**src/hdl/pcab_pkg.sv**
```systemverilog
// ----------------------------------------------------------------------------
// pcab_pkg
// Types, constants and the CRC-16/CCITT-FALSE byte step shared by the
// packet check and acknowledge builder.
// ----------------------------------------------------------------------------
package pcab_pkg;

  typedef struct packed {
    logic [7:0] rx_byte;
    logic       last_byte;
  } pcab_in_t;

  typedef struct packed {
    logic               result_kind;
    logic [7:0]         ack_byte;
    logic [7:0]         sequence_res;
    logic signed [15:0] temperature;
    logic [15:0]        humidity;
    logic signed [15:0] weight;
    logic               duplicate;
    logic               run_end;
  } pcab_out_t;

  // Configuration register indexes.
  typedef enum logic [2:0] {
    CFG_MAGIC_VALUE      = 3'd0,
    CFG_PROTOCOL_VERSION = 3'd1,
    CFG_DATA_KIND        = 3'd2,
    CFG_ACK_KIND         = 3'd3,
    CFG_GATEWAY_ADDRESS  = 3'd4
  } pcab_cfg_e;

  // Position of the next result within the burst after a good packet.
  typedef enum logic [3:0] {
    SLOT_MAGIC    = 4'd0,
    SLOT_VERSION  = 4'd1,
    SLOT_ACK_KIND = 4'd2,
    SLOT_GATEWAY  = 4'd3,
    SLOT_SEQUENCE = 4'd4,
    SLOT_PAD      = 4'd5,
    SLOT_CRC_HI   = 4'd6,
    SLOT_CRC_LO   = 4'd7,
    SLOT_RECORD   = 4'd8
  } pcab_slot_e;

  localparam logic        RESULT_ACK    = 1'b0;
  localparam logic        RESULT_RECORD = 1'b1;

  localparam logic [7:0]  MAGIC_RESET    = 8'hA5;
  localparam logic [7:0]  VERSION_RESET  = 8'h01;
  localparam logic [7:0]  DATA_KIND_RST  = 8'h10;
  localparam logic [7:0]  ACK_KIND_RST   = 8'h20;
  localparam logic [7:0]  GATEWAY_RESET  = 8'hF0;
  localparam logic [7:0]  ACK_PAD_BYTE   = 8'h00;
  localparam logic [7:0]  SEQ_RESET      = 8'hFF;

  localparam logic [15:0] CRC_INIT       = 16'hFFFF;
  localparam logic [15:0] CRC_POLY       = 16'h1021;

  localparam int unsigned COUNT_W        = 7;
  localparam logic [COUNT_W-1:0] COUNT_CAP = 7'd127;
  // A good packet holds at least this many bytes.
  localparam int unsigned MIN_LEN        = 8;
  localparam int unsigned PAY_FIRST      = 6;
  localparam int unsigned PAY_BYTES      = 6;
  localparam logic [COUNT_W-1:0] IDX_MAGIC   = 7'd0;
  localparam logic [COUNT_W-1:0] IDX_VERSION = 7'd1;
  localparam logic [COUNT_W-1:0] IDX_KIND    = 7'd2;
  localparam logic [COUNT_W-1:0] IDX_SEQ     = 7'd4;

  // One byte through CRC-16/CCITT-FALSE, MSB first.
  function automatic logic [15:0] crc_feed(input logic [15:0] crc,
                                           input logic [7:0] data);
    logic [15:0] c;
    c = crc ^ {data, 8'h00};
    for (int k = 0; k < 8; k++) begin
      if (c[15]) begin
        c = {c[14:0], 1'b0} ^ CRC_POLY;
      end else begin
        c = {c[14:0], 1'b0};
      end
    end
    return c;
  endfunction

endpackage

```
**src/hdl/packet_check_and_ack_builder_top.sv**
```systemverilog
// ----------------------------------------------------------------------------
// packet_check_and_ack_builder_top
// Checks framed packets (header bytes, length, CRC-16/CCITT-FALSE) and, for a
// good packet, sends an 8-byte acknowledge frame and one reading record.
// ----------------------------------------------------------------------------
//  Channel  Direction  Handshake                Payload
//  in       input      in_valid_i / in_stall_o  in_data_i   (pcab_in_t)
//  out      output     out_valid_o / out_stall_i out_data_o (pcab_out_t)
//  cfg      input      cfg_we_i                 cfg_idx_i, cfg_wdata_i
//
// One byte is taken per cycle unless stalled; the CRC steps a byte at once.
// The last byte of a good packet starts a burst of nine results, one per
// cycle unless the output stalls, from the output register; the input is
// stalled until the record has been loaded.
// Reset is asynchronous and resets all but the snapshot and output data.
// A stall on the output holds the output register and stretches the burst.
// ----------------------------------------------------------------------------
module packet_check_and_ack_builder_top
  import pcab_pkg::*;
#(
  parameter int unsigned MAX_PACKET_BYTES = 64
) (
  input  logic      clk_i,
  input  logic      rst_ni,
  input  logic      in_valid_i,
  output logic      in_stall_o,
  input  pcab_in_t  in_data_i,
  output logic      out_valid_o,
  input  logic      out_stall_i,
  output pcab_out_t out_data_o,
  input  logic      cfg_we_i,
  input  logic [2:0] cfg_idx_i,
  input  logic [7:0] cfg_wdata_i
);

  localparam logic [COUNT_W-1:0] MaxIdx = COUNT_W'(MAX_PACKET_BYTES);
  localparam logic [COUNT_W-1:0] LastMinIdx = COUNT_W'(MIN_LEN - 1);

  // Configuration registers.
  logic [7:0] magic_q, version_q, data_kind_q, ack_kind_q, gateway_q;

  // Per-packet state.
  logic [COUNT_W-1:0] cnt_q, cnt_d;
  logic [15:0]        crc_q, crc_d;
  logic [7:0]         held_q [2];
  logic               hdr_ok_q, hdr_ok_d;
  logic [7:0]         seq_q, seq_d;
  logic [7:0]         pay_q [PAY_BYTES];
  logic [7:0]         pay_d [PAY_BYTES];
  logic [7:0]         last_seq_q;

  // Burst snapshot and sequencer.
  logic               burst_q;
  pcab_slot_e         slot_q;
  logic [15:0]        ack_crc_q, ack_crc_d;
  logic [7:0]         snap_seq_q;
  logic [7:0]         snap_pay_q [PAY_BYTES];
  logic               snap_dup_q;

  // Output register.
  logic               out_valid_q;
  pcab_out_t          out_data_q, next_res;

  logic in_xfer, pkt_good, load;
  logic [7:0] ack_b;

  assign in_stall_o  = burst_q;
  assign in_xfer     = in_valid_i && !burst_q;
  assign load        = burst_q && (!out_valid_q || !out_stall_i);
  assign out_valid_o = out_valid_q;
  assign out_data_o  = out_data_q;

  // Per-byte update of the packet state.
  always_comb begin
    hdr_ok_d = hdr_ok_q;
    if (cnt_q >= MaxIdx) hdr_ok_d = 1'b0;
    if (cnt_q == IDX_MAGIC   && in_data_i.rx_byte != magic_q)     hdr_ok_d = 1'b0;
    if (cnt_q == IDX_VERSION && in_data_i.rx_byte != version_q)   hdr_ok_d = 1'b0;
    if (cnt_q == IDX_KIND    && in_data_i.rx_byte != data_kind_q) hdr_ok_d = 1'b0;
    seq_d = (cnt_q == IDX_SEQ) ? in_data_i.rx_byte : seq_q;
    for (int i = 0; i < PAY_BYTES; i++) begin
      pay_d[i] = (cnt_q == COUNT_W'(PAY_FIRST + i)) ? in_data_i.rx_byte : pay_q[i];
    end
    // The two newest bytes stay in the hold and never reach the CRC.
    crc_d = (cnt_q >= IDX_KIND) ? crc_feed(crc_q, held_q[0]) : crc_q;
    cnt_d = (cnt_q < COUNT_CAP) ? cnt_q + COUNT_W'(1) : cnt_q;
    pkt_good = in_data_i.last_byte && (cnt_q >= LastMinIdx) && hdr_ok_d &&
               (crc_d == {held_q[1], in_data_i.rx_byte});
  end

  // Next result of the burst.
  always_comb begin
    case (slot_q)
      SLOT_MAGIC:    ack_b = magic_q;
      SLOT_VERSION:  ack_b = version_q;
      SLOT_ACK_KIND: ack_b = ack_kind_q;
      SLOT_GATEWAY:  ack_b = gateway_q;
      SLOT_SEQUENCE: ack_b = snap_seq_q;
      SLOT_PAD:      ack_b = ACK_PAD_BYTE;
      SLOT_CRC_HI:   ack_b = ack_crc_q[15:8];
      SLOT_CRC_LO:   ack_b = ack_crc_q[7:0];
      default:       ack_b = 8'h00;
    endcase
    ack_crc_d = (slot_q < SLOT_CRC_HI) ? crc_feed(ack_crc_q, ack_b) : ack_crc_q;
    next_res = '0;
    if (slot_q == SLOT_RECORD) begin
      next_res.result_kind  = RESULT_RECORD;
      next_res.sequence_res = snap_seq_q;
      next_res.temperature  = {snap_pay_q[1], snap_pay_q[0]};
      next_res.humidity     = {snap_pay_q[3], snap_pay_q[2]};
      next_res.weight       = {snap_pay_q[5], snap_pay_q[4]};
      next_res.duplicate    = snap_dup_q;
      next_res.run_end      = 1'b1;
    end else begin
      next_res.result_kind  = RESULT_ACK;
      next_res.ack_byte     = ack_b;
    end
  end

  always_ff @(posedge clk_i or negedge rst_ni) begin
    if (!rst_ni) begin
      magic_q     <= MAGIC_RESET;
      version_q   <= VERSION_RESET;
      data_kind_q <= DATA_KIND_RST;
      ack_kind_q  <= ACK_KIND_RST;
      gateway_q   <= GATEWAY_RESET;
    end else if (cfg_we_i) begin
      case (cfg_idx_i)
        CFG_MAGIC_VALUE:      magic_q     <= cfg_wdata_i;
        CFG_PROTOCOL_VERSION: version_q   <= cfg_wdata_i;
        CFG_DATA_KIND:        data_kind_q <= cfg_wdata_i;
        CFG_ACK_KIND:         ack_kind_q  <= cfg_wdata_i;
        CFG_GATEWAY_ADDRESS:  gateway_q   <= cfg_wdata_i;
        default: ;
      endcase
    end
  end

  always_ff @(posedge clk_i or negedge rst_ni) begin
    if (!rst_ni) begin
      cnt_q      <= '0;
      crc_q      <= CRC_INIT;
      held_q[0]  <= '0;
      held_q[1]  <= '0;
      hdr_ok_q   <= 1'b1;
      seq_q      <= '0;
      for (int i = 0; i < PAY_BYTES; i++) pay_q[i] <= '0;
      last_seq_q <= SEQ_RESET;
    end else if (in_xfer) begin
      if (in_data_i.last_byte) begin
        cnt_q     <= '0;
        crc_q     <= CRC_INIT;
        held_q[0] <= '0;
        held_q[1] <= '0;
        hdr_ok_q  <= 1'b1;
        seq_q     <= '0;
        for (int i = 0; i < PAY_BYTES; i++) pay_q[i] <= '0;
        if (pkt_good) last_seq_q <= seq_d;
      end else begin
        cnt_q     <= cnt_d;
        crc_q     <= crc_d;
        held_q[0] <= held_q[1];
        held_q[1] <= in_data_i.rx_byte;
        hdr_ok_q  <= hdr_ok_d;
        seq_q     <= seq_d;
        pay_q     <= pay_d;
      end
    end
  end

  // Burst sequencer; the snapshot needs no reset since burst_q guards it.
  always_ff @(posedge clk_i or negedge rst_ni) begin
    if (!rst_ni) begin
      burst_q   <= 1'b0;
      slot_q    <= SLOT_MAGIC;
      ack_crc_q <= CRC_INIT;
    end else if (in_xfer && pkt_good) begin
      burst_q   <= 1'b1;
      slot_q    <= SLOT_MAGIC;
      ack_crc_q <= CRC_INIT;
    end else if (load) begin
      ack_crc_q <= ack_crc_d;
      if (slot_q == SLOT_RECORD) begin
        burst_q <= 1'b0;
        slot_q  <= SLOT_MAGIC;
      end else begin
        slot_q  <= pcab_slot_e'(slot_q + 4'd1);
      end
    end
  end

  always_ff @(posedge clk_i) begin
    if (in_xfer && pkt_good) begin
      snap_seq_q <= seq_d;
      snap_pay_q <= pay_d;
      snap_dup_q <= (seq_d == last_seq_q);
    end
  end

  always_ff @(posedge clk_i or negedge rst_ni) begin
    if (!rst_ni) begin
      out_valid_q <= 1'b0;
    end else if (load) begin
      out_valid_q <= 1'b1;
    end else if (!out_stall_i) begin
      out_valid_q <= 1'b0;
    end
  end

  always_ff @(posedge clk_i) begin
    if (load) out_data_q <= next_res;
  end

endmodule

```
**config.mk**
```make
export PLATFORM = sky130hd
export DESIGN_NAME = packet_check_and_ack_builder_top
export DESIGN_NICKNAME = d
export VERILOG_FILES = /design/src/hdl/pcab_pkg.sv /design/src/hdl/packet_check_and_ack_builder_top.sv
export SDC_FILE = /design/constraint.sdc
export NUM_CORES = 1
export LEC_CHECK = 0
export ABC_CLOCK_PERIOD_IN_PS = 7200
export BUFFER_PORTS_ARGS = -buffer_cell sky130_fd_sc_hd__buf_2
export CORE_UTILIZATION = 60
export DETAILED_ROUTE_END_ITERATION = 10
export PLACE_DENSITY = 0.76
export SYNTH_ARGS = -nofsm -noshare
export SYNTH_HDL_FRONTEND = slang
export SYNTH_SLANG_ARGS = --single-unit
```
**constraint.sdc**
```tcl
create_clock -name clk_i -period 7.2 [get_ports clk_i]
set_input_delay 0.72 -clock clk_i [delete_from_list [all_inputs] [get_ports clk_i]]
set_output_delay 0.72 -clock clk_i [all_outputs]
set_load 0.02 [all_outputs]
```
Word-level counts from Yosys, hierarchy flattened
Cells that the tools add are included.
{ "classes": {"n_addsub": 2, "order_cmp": 5, "n_eq_ne": 26, "n_mux": 49, "bitwise": 18, "n_reduce_logical": 29} }
{ "ops": {"columns": ["operator", "count"], "rows": [
  ["13-bit 2-to-1 mux", 16],
  ["16-bit 2-to-1 mux", 6],
  ["8-bit 2-to-1 mux", 8],
  ["8-bit case mux with 7 select lines", 1],
  ["48-bit 2-to-1 mux", 1],
  ["3-bit NOT", 16],
  ["16-bit bitwise XOR", 2],
  ["7-bit by 4-bit equality test with 1-bit output, second input constant", 4],
  ["8-bit != test", 3],
  ["7-bit by 3-bit equality test with 1-bit output, second input constant", 3],
  ["16-bit equality test", 1],
  ["2-bit AND reduction", 8],
  ["7-bit 2-to-1 mux", 2],
  ["4-bit by 3-bit equality test with 1-bit output, second input constant", 3],
  ["1-bit 2-to-1 mux", 12],
  ["4-bit 2-to-1 mux", 3],
  ["1-bit logical AND", 9],
  ["4-bit by 2-bit equality test with 1-bit output, second input constant", 2],
  ["8-bit equality test", 1],
  ["2-bit nonzero test", 4],
  ["7-bit by 1-bit adder with 7-bit output, second input constant", 1],
  ["7-bit by 1-bit equality test with 1-bit output, second input constant", 1],
  ["7-bit by 2-bit equality test with 1-bit output, second input constant", 1],
  ["7-bit by 2-bit greater-or-equal comparator with 1-bit output, second input constant", 1],
  ["other kinds (17)", 20]
]} }
{ "totals": {"ff_bits": 290, "input_bits": 25, "output_inout_bits": 69, "elab_cells": 167} }

Logic depth before layout (Yosys ltp)
Gate-level depths: netlist of the first run.
{ "logic_depth": {"depth_word": 23, "depth_mapped": 12, "mapped_depth_nobuf": 9} }

Worst setup path before layout of the first run
No wires, ideal clock.
{ "synth_path": {"kind": "input to register", "start": "in in_data_i[3] (netlist bit)", "end": "reg snap_dup_q, enable pin", "setup_time_ns": 0.419, "arrival_time_ns": 3.289, "required_ns": 6.781, "setup_slack_ns": 3.491, "stages": 5, "n_path_buf": 1, "cell_sequence": "clkbuf_1 > or3b_2 > and3_1 > a2111oi_0 > and4_1"} }
{ "synth_between": {"elab_chain_len": 8, "word_cells_on_any_way": 13, "classes_between": "4 x eq/ne; 3 x mux; 6 x reduce/logical"} }
{ "synth_rtl": {"columns": ["item", "line", "text"], "rows": [
  ["start: declaration", "packet_check_and_ack_builder_top.sv:27", "input pcab_in_t in_data_i,"],
  ["8-bit != test", "packet_check_and_ack_builder_top.sv:77", "if (cnt_q == IDX_MAGIC && in_data_i.rx_byte != magic_q) hdr_ok_d = 1'b0;"],
  ["1-bit logical AND", "packet_check_and_ack_builder_top.sv:77", null],
  ["1-bit 2-to-1 mux", "packet_check_and_ack_builder_top.sv:77", null],
  ["1-bit 2-to-1 mux", "packet_check_and_ack_builder_top.sv:78", "if (cnt_q == IDX_VERSION && in_data_i.rx_byte != version_q) hdr_ok_d = 1'b0;"],
  ["1-bit 2-to-1 mux", "packet_check_and_ack_builder_top.sv:79", "if (cnt_q == IDX_KIND && in_data_i.rx_byte != data_kind_q) hdr_ok_d = 1'b0;"],
  ["1-bit logical AND", "packet_check_and_ack_builder_top.sv:87", "pkt_good = in_data_i.last_byte && (cnt_q >= LastMinIdx) && hdr_ok_d &&"],
  ["1-bit logical AND (*)", "packet_check_and_ack_builder_top.sv:87", null],
  ["1-bit logical AND (*)", "packet_check_and_ack_builder_top.sv:193", "if (in_xfer && pkt_good) begin"],
  ["end signal: assignment", "packet_check_and_ack_builder_top.sv:196", "snap_dup_q <= (seq_d == last_seq_q);"],
  ["end: declaration", "packet_check_and_ack_builder_top.sv:58", "logic snap_dup_q;"]
]} }
Mark *: on every way between the ends. The rest lies on a longest branch, timed or not.
A chain may end at the register's enable or synchronous reset.

Final worst setup path of the first run
{ "layout_path": {"start": "reg cnt_q[2]", "end": "reg last_seq_q[5]"} }
{ "layout_between": {"elab_chain_len": 8, "word_cells_on_any_way": 21, "classes_between": "3 x order compare; 4 x eq/ne; 6 x mux; 8 x reduce/logical"} }
{ "layout_rtl": {"columns": ["item", "line", "text"], "rows": [
  ["start: declaration", "packet_check_and_ack_builder_top.sv:43", "logic [COUNT_W-1:0] cnt_q, cnt_d;"],
  ["start signal: assignment", "packet_check_and_ack_builder_top.sv:160", "cnt_q <= cnt_d;"],
  ["7-bit greater-or-equal comparator or 7-bit zero test (tied branches)", "packet_check_and_ack_builder_top.sv:76, packet_check_and_ack_builder_top.sv:77", null],
  ["1-bit 2-to-1 mux or 1-bit logical AND (tied branches)", "packet_check_and_ack_builder_top.sv:76, packet_check_and_ack_builder_top.sv:77", null],
  ["1-bit 2-to-1 mux", "packet_check_and_ack_builder_top.sv:77", null],
  ["1-bit 2-to-1 mux", "packet_check_and_ack_builder_top.sv:78", null],
  ["1-bit 2-to-1 mux", "packet_check_and_ack_builder_top.sv:79", null],
  ["1-bit logical AND (2 in a row)", "packet_check_and_ack_builder_top.sv:87", null],
  ["3-bit AND reduction (no line)", null, null],
  ["end signal: assignment", "packet_check_and_ack_builder_top.sv:158", "if (pkt_good) last_seq_q <= seq_d;"],
  ["end: declaration", "packet_check_and_ack_builder_top.sv:50", "logic [7:0] last_seq_q;"]
]} }
Several ways; a longest one is shown, not always the timed one.

==> results of run 1 <==
==> sequential cells by signal, summed over array words and instances (netlist names), 7 cells and up <==
name         flops
out_data_o      66
pay_q           48
snap_pay_q      48
ack_crc_q       16
crc_q           16
held_q          16
ack_kind_q       8
data_kind_q      8
gateway_q        8
last_seq_q       8
magic_q          8
seq_q            8
snap_seq_q       8
version_q        8
cnt_q            7
==> report_power, final <==
group          internal (mW)  switching, mW
Clock                  0.875          0.654
Sequential              1.87          0.136
Combinational          0.486          0.516
==> worst max-delay path: cells and delay by family (launching register included) <==
kind             cells  cell delay [ns]
flip-flops           1             0.48
AND/OR/NAND/NOR      4             2.07
AO/OA/AOI/OAI        2             0.46
multiplexers         1             0.59
==> path summary, 6_finish.rpt <==
| path | start | to | slack (ns) | cells past startpoint |
|---|---|---|---|---|
| setup / recovery | cnt_q[2] | last_seq_q[5] | 3.50 | 7 |
| hold / removal | rst_ni | pay_q[37] | 0.19 | 1 |
| setup reg to reg | cnt_q[2] | last_seq_q[5] | 3.50 | 7 |
| hold reg to reg | seq_q[5] | seq_q[5] | 0.49 | 2 |
| max in group asynchronous | rst_ni | held_q[5] | 5.29 | 3 |
| min in group clk_i | out_stall_i | out_valid_o | 0.41 | 3 |
==> area by class of cell <==
| class | count | area [um2] |
|---|---|---|
| clock buffer | 43 | 859.6 |
| clock inverter | 13 | 135.1 |
| fill | 1568 | 6794 |
| inverter | 11 | 41.29 |
| multi-input combinational | 666 | 5296 |
| sequential | 289 | 7913 |
| tap | 280 | 350.3 |
| timing repair buffer | 106 | 569.3 |
==> logic make-up (layout without fill, tap and decap cells) <==
family / count (synthesis) / count (layout) / synth area share (%)
compound gates: 179 / 179 / 10.09
xor+xnor: 103 / 103 / 8.076
fa+ha+maj: 8 / 8 / 0.7409
buf+inv: 76 / 173 / 2.334
flops: 289 / 289 / 58.57
mux: 114 / 114 / 9.696
simple gates: 262 / 262 / 10.49
==> placed cells by master (no fill, tap or decap), drive strengths merged, types with 4 or more instances in the layout <==
master | synthesis | final
a211oi | 4 | 4
clkinv | 0 | 6
buf | 12 | 106
xor2 | 18 | 18
dfrtp | 114 | 114
mux2 | 111 | 111
a22oi | 13 | 13
a222oi | 5 | 5
o21ai | 17 | 17
xnor3 | 11 | 11
o22a | 18 | 18
nor3 | 5 | 5
inv | 11 | 14
nand3 | 16 | 16
or3 | 4 | 4
dfstp | 52 | 52
nor2 | 35 | 35
o31ai | 4 | 4
edfxtp | 123 | 123
xnor2 | 74 | 74
o211ai | 15 | 15
ha | 8 | 8
nand4 | 15 | 15
and3 | 5 | 5
nand2 | 80 | 80
a22o | 57 | 57
a21oi | 23 | 23
and2 | 64 | 64
nand3b | 17 | 17
clkbuf | 53 | 43
==> metal layers <==
layer	global-route usage [%]	up-vias
met4	8.066	0
li1	-	3915
met5	0	-
met2	39.46	273
met3	3.679	62
met1	37.99	4240
==> metrics by stage <==
| stage | power (mW) | utilization, % | setup slack, ns |
|---|---|---|---|
| after floorplan | 2.786 | - | 3.491 |
| after global placement | 3.025 | 64.53 | 3.569 |
| after detailed placement | 3.028 | 64.53 | 3.501 |
| after CTS | 4.562 | 69.06 | 3.497 |
| after global routing | 4.725 | 69.06 | 3.274 |
| final | 4.537 | 69.06 | 3.496 |
==> reports/results.txt, run 1 <==
Fin Hold WS: 0.1943 ns
Worst setup EP type: flip-flop
met3 wire length: 1.701 mm
number of post-CTS setup repair buffers: 0
yosys warns: 0
CTS buffer count: 30
vias in the first global route: 8296
DP Wirelength: 18.70 mm
ys flop type: edfxtp_1
first-pass GRT wire length: 46.71 mm
Final Max Tran Viols: 0
largest net degree at the start of global routing: 77
RePlAce Congestion: 0.9117
most frequent cell after synthesis: edfxtp_1
core region area: 21960 um2
setup_tns: 0 ns
status: finished with violations
Peak VDD IR: 263.6 uV
ys async rst share: 57.44%
CP Data Arrival Time: 4.19 ns
synthesized instance count: 1031
relative slew slack: 27.65%
Mapped Area: 13510 um2
layout cells sized above 1: 29.79%
worst min path class: input pin to asynchronous set/reset pin
Synth Register Bits: 289
average cell area after synthesis: 13.10 um2
area delta synth->final: 12.24%
First DRT Iteration DRCs: 752
fin nets: 1137
initial antenna violation count: 0
Mapped Nets: 1064
Initial Util: 61.53%
clk_lat worst skew: 0.57 ns
final routed DRC violation total: 15
number of hold violations in the final report: 0
GRT overflow: 0
Worst Path Max Fanout: 29
Vias: 8490
CTS resizes: 0
placed cells: 1352
Post-synth EDFFs: 123
H-tree depth: 1
Setup Skew: 0.01920 ns
First-pass DRT Iterations: 9
Seq/Total Area, Yosys: 58.57%
die area: 23120 um2
most frequent cells after synthesis: 123 x edfxtp_1, 114 x dfrtp_1, 103 x mux2_2, 79 x nand2_1, 70 x xnor2_1
power per cell area: 299.2 nW/um2
Clock Pin Slew Worst Setup and Hold Paths: 0.07 ns
leak pwr: 6.471 nW
Synth area leaders: edfxtp_1 27%, dfrtp_1 21%, dfstp_2 10%
CTS Buffer Depth: 3
violated checks: design-rule violations
max_cap viols: 0
metal2 WL: 13.39 mm
Synth top area share: 27.34%
minimum clock period: 3.704 ns
period utilisation layout: 51.44%
die height: 152.1 um
CTS sink cnt: 289
synth unique cells: 67
worst slew pin tran: 1.081 ns
final WL: 28.98 mm
drt wl/cell: 20.58 um
CTS Hold Buffers Added: 0
f_max: 270.0 MHz
dpl cell area: 14170 um2
Synth area leader: edfxtp_1
CTS root buffer: clkbuf_16
PortBufs: 93
final setup violating endpoints: 0
Top Layer Used: met4
Worst path slowest cell: nand4_2
M1 WL: 13.05 mm
Crit Path Class: flip-flop to flip-flop
detailed-route vias per instance: 6.030
Antenna Nets Post-Route: 0
final instance area: 15160 um2
row count: 54
diode count: 0
WP data required: 7.68 ns
crit-path max cell delay: 0.77 ns
crit start category: flip-flop
critical path, cell by cell: or3_1, nor2_2, o22ai_1, a311oi_1, and4b_1, nand4_2, mux2_4
unrepaired setup endpoints after global routing: no
fin cells: 1408
Total GRT Usage: 25.64%
# IOs: 94
die width: 152.1 um
CTS tree: yes
(Power assumes the default switching activity.)
==> run 2, diff against run 1 <==
--- a/config.mk
+++ b/config.mk
@@ -5,11 +5,11 @@
 export SDC_FILE = /design/constraint.sdc
 export NUM_CORES = 1
 export LEC_CHECK = 0
-export ABC_CLOCK_PERIOD_IN_PS = 7200
+export ABC_CLOCK_PERIOD_IN_PS = 3350
 export BUFFER_PORTS_ARGS = -buffer_cell sky130_fd_sc_hd__buf_2
-export CORE_UTILIZATION = 60
+export CORE_UTILIZATION = 55
 export DETAILED_ROUTE_END_ITERATION = 10
-export PLACE_DENSITY = 0.76
+export PLACE_DENSITY = 0.74
 export SYNTH_ARGS = -nofsm -noshare
 export SYNTH_HDL_FRONTEND = slang
 export SYNTH_SLANG_ARGS = --single-unit
==> constraint.sdc (replaced) <==
create_clock -name clk_i -period 3.35 [get_ports clk_i]
set_input_delay 0.335 -clock clk_i [delete_from_list [all_inputs] [get_ports clk_i]]
set_output_delay 0.335 -clock clk_i [all_outputs]
set_load 0.02 [all_outputs]
==> reports/results.txt, run 2 (synthesis gave the netlist of run 1 again) <==
area of the multi-input gates: 5296 um2 (unchanged)
fill count: 1803 (+15%)
Worst R2R Setup Slack: 0.38 ns (-3.12 ns)
f_max: 336.4 MHz (+25%)
PortBufs: 93 (unchanged)
PnR worst setup slack: 0.3778 ns (-3.118 ns)
worst min path class: input pin to flip-flop
DP Wirelength: 19.58 mm (+4.7%)
Crit Path Class: flip-flop to flip-flop
row count: 56 (+3.7%)
Worst setup EP type: flip-flop
vias in the first global route: 8325 (+0.35%)
leak pwr: 6.540 nW (+1.1%)
CTS sink cnt: 289 (unchanged)
Vias: 8643 (+1.8%)
WP data required: 3.58 ns (-4.10 ns)
drt wl/cell: 20.21 um (-1.8%)
H-tree depth: 1 (unchanged)
Final Max Tran Viols: 0 (unchanged)
Initial Util: 56.88% (-4.6 points)
FF+latch area: 7913 um2 (unchanged)
Tot Pwr: 9.671 mW (+110%)
number of hold violations in the final report: 0 (unchanged)
first-pass GRT wire length: 47.35 mm (+1.4%)
Clock Pin Slew Worst Setup and Hold Paths: 0.06 ns (about the same)
Setup Skew: 0.01504 ns (-0.004151 ns)
CTS root buffer: clkbuf_16
core region area: 23750 um2 (+8.2%)
fin cells: 1462 (+3.8%)
Peak VDD IR: 726.8 uV (+180%)
crit start category: flip-flop
number of post-CTS setup repair buffers: 0 (unchanged)
unrepaired setup endpoints after global routing: no
initial antenna violation count: 1 (+1)
status: completed
Antenna Nets Post-Route: 0 (unchanged)
final WL: 29.54 mm (+1.9%)
Worst Path Max Fanout: 26 (-10%)
CTS tree: yes
most frequent cells in the layout: 123 x edfxtp_1, 114 x dfrtp_1, 103 x mux2_2
max reg flops: 66 (unchanged)
minimum clock period: 2.972 ns (-0.7318 ns)
clk_lat worst skew: 0.54 ns (-0.03 ns)
CP Data Arrival Time: 3.21 ns (-0.98 ns)
die area: 25200 um2 (+9.0%)
largest net degree at the start of global routing: 69 (-10%)
die height: 158.7 um (+4.4%)
layout cells sized above 1: 30.01% (+0.22 points)
First DRT Iteration DRCs: 654 (-13%)
Fin Hold WS: 0.06434 ns (-0.1300 ns)
placed cells: 1408 (+4.1%)
final routed DRC violation total: 0 (-15)
GRT overflow: 0 (unchanged)
period utilisation layout: 88.72% (+37 points)
most common cell after layout, fill and taps aside: edfxtp_1
relative slew slack: 33.30% (+5.6 points)
pre-CTS WS: 0.4188 ns (-3.082 ns)
area delta synth->final: 13.48%
First-pass DRT Iterations: 5 (-4)
# IOs: 94 (unchanged)
setup_tns: 0 ns (unchanged)
worst slew pin tran: 0.9981 ns (-0.08311 ns)
max_cap viols: 0 (unchanged)
fin nets: 1154 (+1.5%)
CTS Buffer Depth: 3 (unchanged)
power per cell area: 630.8 nW/um2 (+110%)
CTS buffer count: 29 (-3.3%)
die width: 158.7 um (+4.4%)
final setup violating endpoints: 0 (unchanged)
RePlAce Congestion: 0.9221 (+1.1%)
detailed-route vias per instance: 5.912 (-2.0%)
diode count: 0 (unchanged)
Total GRT Usage: 23.65% (-2.0 points)
-- run 2: final timing paths --
path                            cells past startpoint        start        endpoint
max in group asynchronous                           3       rst_ni        crc_q[5]
worst max-delay path                                8     cnt_q[2]  snap_pay_q[43]
worst min register to register                      2     seq_q[7]        seq_q[7]
worst max register to register                      8     cnt_q[2]  snap_pay_q[43]
worst min-delay path                                3  out_stall_i     out_valid_o
min in group asynchronous                           2       rst_ni   ack_kind_q[2]
-- run 2: metal layers --
metal	track usage (%)	wire (um)	vias up
met5	0	9	-
met4	5.163	448	2
met3	3.318	1849	42
met2	35.15	13310	288
met1	36.76	13930	4361
li1	-	-	3950
-- run 2: area by class of cell --
cell class                 instances  area share [%]
clock buffer                      41           5.092
clock inverter                    12          0.8650
inverter                          11          0.2693
multi-input combinational        666           34.54
sequential                       289           51.61
tap                              319           2.603
timing repair buffer             124           5.019
-- run 2: power by group --
| part | switching, mW | total (mW) | internal (mW) |
|---|---|---|---|
| clock network | 1.30 | 3.14 | 1.84 |
| logic | 1.16 | 2.23 | 1.07 |
| registers | 0.284 | 4.30 | 4.02 |
-- run 2: what timing repair did --
action	in CTS	in global routing
hold buffers	1	0
gates resized for setup	0	0
endpoints found under the hold margin	52	0
-- run 2: per-stage QoR --
step	area (um2)	util (%)
finish	15330	64.55
global route	15330	64.55
CTS	15330	64.55
detailed placement	14410	60.66
global placement	14410	60.66
floorplan	13510	-
-- run 2: critical path: stages (launching register included) --
cell and delay (ns):
dfrtp_1 0.50, or3_1 0.32, nor2_2 0.08, buf_4 0.19, or3b_2 0.48, and3_1 0.15
a2111oi_0 0.33, and4_2 0.38, buf_12 0.21
==> run 3, diff against run 2 <==
--- a/config.mk
+++ b/config.mk
@@ -7,6 +7,7 @@
 export LEC_CHECK = 0
 export ABC_CLOCK_PERIOD_IN_PS = 3350
 export BUFFER_PORTS_ARGS = -buffer_cell sky130_fd_sc_hd__buf_2
+export CORE_ASPECT_RATIO = 0.9
 export CORE_UTILIZATION = 55
 export DETAILED_ROUTE_END_ITERATION = 10
 export PLACE_DENSITY = 0.74
==> reports/results.txt, run 3 (synthesis gave the netlist of run 1 again) <==
CTS root buffer: clkbuf_16
vias in the first global route: 8270 (-0.66%)
diode count: 0 (unchanged)
PnR worst setup slack: 0.3298 ns (-0.04793 ns)
final routed DRC violation total: 0 (unchanged)
Antenna Nets Post-Route: 0 (unchanged)
Clock Pin Slew Worst Setup and Hold Paths: 0.07 ns (about the same)
Crit Path Class: flip-flop to flip-flop
CTS sink cnt: 289 (unchanged)
First DRT Iteration DRCs: 741 (+13%)
relative slew slack: 49.86% (+17 points)
GRT overflow: 0 (unchanged)
WP data required: 3.60 ns (+0.02 ns)
fin cells: 1452 (-0.68%)
Vias: 8547 (-1.1%)
detailed-route vias per instance: 5.886 (-0.43%)
final WL: 29.82 mm (+0.94%)
PortBufs: 93 (unchanged)
DP Wirelength: 19.74 mm (+0.81%)
sw frac: 28.53% (+0.23 points)
Fin Hold WS: 0.03991 ns (-0.02443 ns)
# IOs: 94 (unchanged)
f_max: 331.1 MHz (-1.6%)
Peak VDD IR: 647.2 uV (-11%)
setup_tns: 0 ns (unchanged)
Initial Util: 55.86% (-1.0 points)
drt wl/cell: 20.54 um (+1.6%)
status: completed
fin nets: 1155 (+0.087%)
crit start category: flip-flop
layout cells sized above 1: 30.68% (+0.67 points)
unrepaired setup endpoints after global routing: no
CP Data Arrival Time: 3.27 ns (+0.06 ns)
clock power share: 33.6% (+1.1 points)
first-pass GRT wire length: 47.34 mm (about the same)
final core utilization: 63.73% (-0.82 points)
row count: 54 (-3.6%)
final instance area: 15420 um2 (+0.55%)
initial antenna violation count: 0 (-1)
Comb power frac: 22.8% (-0.2 points)
First-pass DRT Iterations: 7 (+2)
core region area: 24190 um2 (+1.8%)
number of post-CTS setup repair buffers: 0 (unchanged)
most common cell after layout, fill and taps aside: edfxtp_1
clk_lat worst skew: 0.56 ns (+0.02 ns)
CTS buffer count: 28 (-3.4%)
worst min path class: input pin to flip-flop
largest net degree at the start of global routing: 68 (-1.4%)
period utilisation layout: 90.15% (+1.4 points)
power per cell area: 641.1 nW/um2 (+1.6%)
die width: 167.2 um (+5.3%)
die height: 150.7 um (-5.1%)
Setup Skew: 0.02420 ns (+0.009158 ns)
Worst Path Max Fanout: 19 (-27%)
Worst setup EP type: flip-flop
pre-CTS WS: 0.3583 ns (-0.06045 ns)
RePlAce Congestion: 0.8975 (-2.7%)
number of hold violations in the final report: 0 (unchanged)
dpl cell area: 14420 um2 (about the same)
Total GRT Usage: 24.26% (+0.62 points)
Final Max Tran Viols: 0 (unchanged)
fill count: 1809 (+0.33%)
max reg flops: 66 (unchanged)
Pint: 7.064 mW (+1.9%)
Tot Pwr: 9.884 mW (+2.2%)
die area: 25200 um2 (about the same)
H-tree depth: 1 (unchanged)
worst slew pin tran: 0.7476 ns (-0.2505 ns)
placed cells: 1399 (-0.64%)
CTS Buffer Depth: 3 (unchanged)
most frequent cells in the layout: 123 x edfxtp_1, 114 x dfrtp_1, 103 x mux2_2
NetSw: 2.820 mW (+3.0%)
CTS tree: yes
final setup violating endpoints: 0 (unchanged)
minimum clock period: 3.020 ns (+0.04793 ns)
max_cap viols: 0 (unchanged)
area delta synth->final: 14.10%
Reg power frac: 43.6% (-0.9 points)
leak pwr: 6.589 nW (+0.76%)
run 3: changes by cell type in the layout (fill, tap and decap cells not counted):
cell        before  now
clkbuf_8         1    2
buf_12           5    6
clkbuf_16       29   28
clkinv_2         4    6
clkinv_1         4    6
clkinvlp_4       1    2
clkbuf_1        11    2
clkinv_16        0    1
bufinv_16        3    5
buf_4           25   26
run 3: final timing paths:
| kind | from | end | cells after the start | slack [ns] |
|---|---|---|---|---|
| max in group asynchronous | rst_ni | pay_q[11] | 3 | 2.15 |
| min in group asynchronous | rst_ni | pay_q[37] | 2 | 0.36 |
| worst max-delay path | cnt_q[2] | snap_pay_q[26] | 8 | 0.33 |
| worst min-delay path | out_stall_i | out_valid_o | 3 | 0.04 |
| worst min register to register | seq_q[7] | seq_q[7] | 2 | 0.49 |
| worst max register to register | cnt_q[2] | snap_pay_q[26] | 8 | 0.33 |
run 3: final cells by class:
type	count	area [um2]	share of cell area, %
repair buffers	126	797.0	5.170
flip-flops and latches	289	7913	51.33
multi-input cells	666	5296	34.36
clock buffers	32	735.7	4.772
well taps	308	385.4	2.500
clock inverters	20	247.7	1.607
inverters	11	41.29	0.2678
run 3: critical path, cell delays in order (launching register included):
cell and delay [ns]:
dfrtp_1 0.50, or3_1 0.30, nor2_2 0.07, buf_4 0.19
or3b_2 0.48, and3_1 0.16, a2111oi_0 0.35, and4_2 0.44
buf_12 0.20
run 3: power groups by stage:
stage	sequential (mW)	combinational [mW]	clock [mW]
after global placement	4.36	2.20	0
after global routing	4.34	2.44	3.51
after floorplan	4.25	1.74	0
after CTS	4.30	2.23	3.38
final	4.31	2.26	3.32
after detailed placement	4.37	2.21	0
run 3: repair_timing:
item                       CTS  global route
resized for setup            0             0
hold buffers                 1             0
setup endpoints to repair    0             0
hold endpoints to repair    46             0
run 3: per-layer routing:
layer / vias to the layer above / global-route usage, % / wire length (um)
met2: 267 / 36.07 / 12940
met5: - / 0 / 0
li1: 3960 / - / -
met3: 46 / 3.181 / 1614
met4: 0 / 6.881 / 751
met1: 4274 / 37.36 / 14510
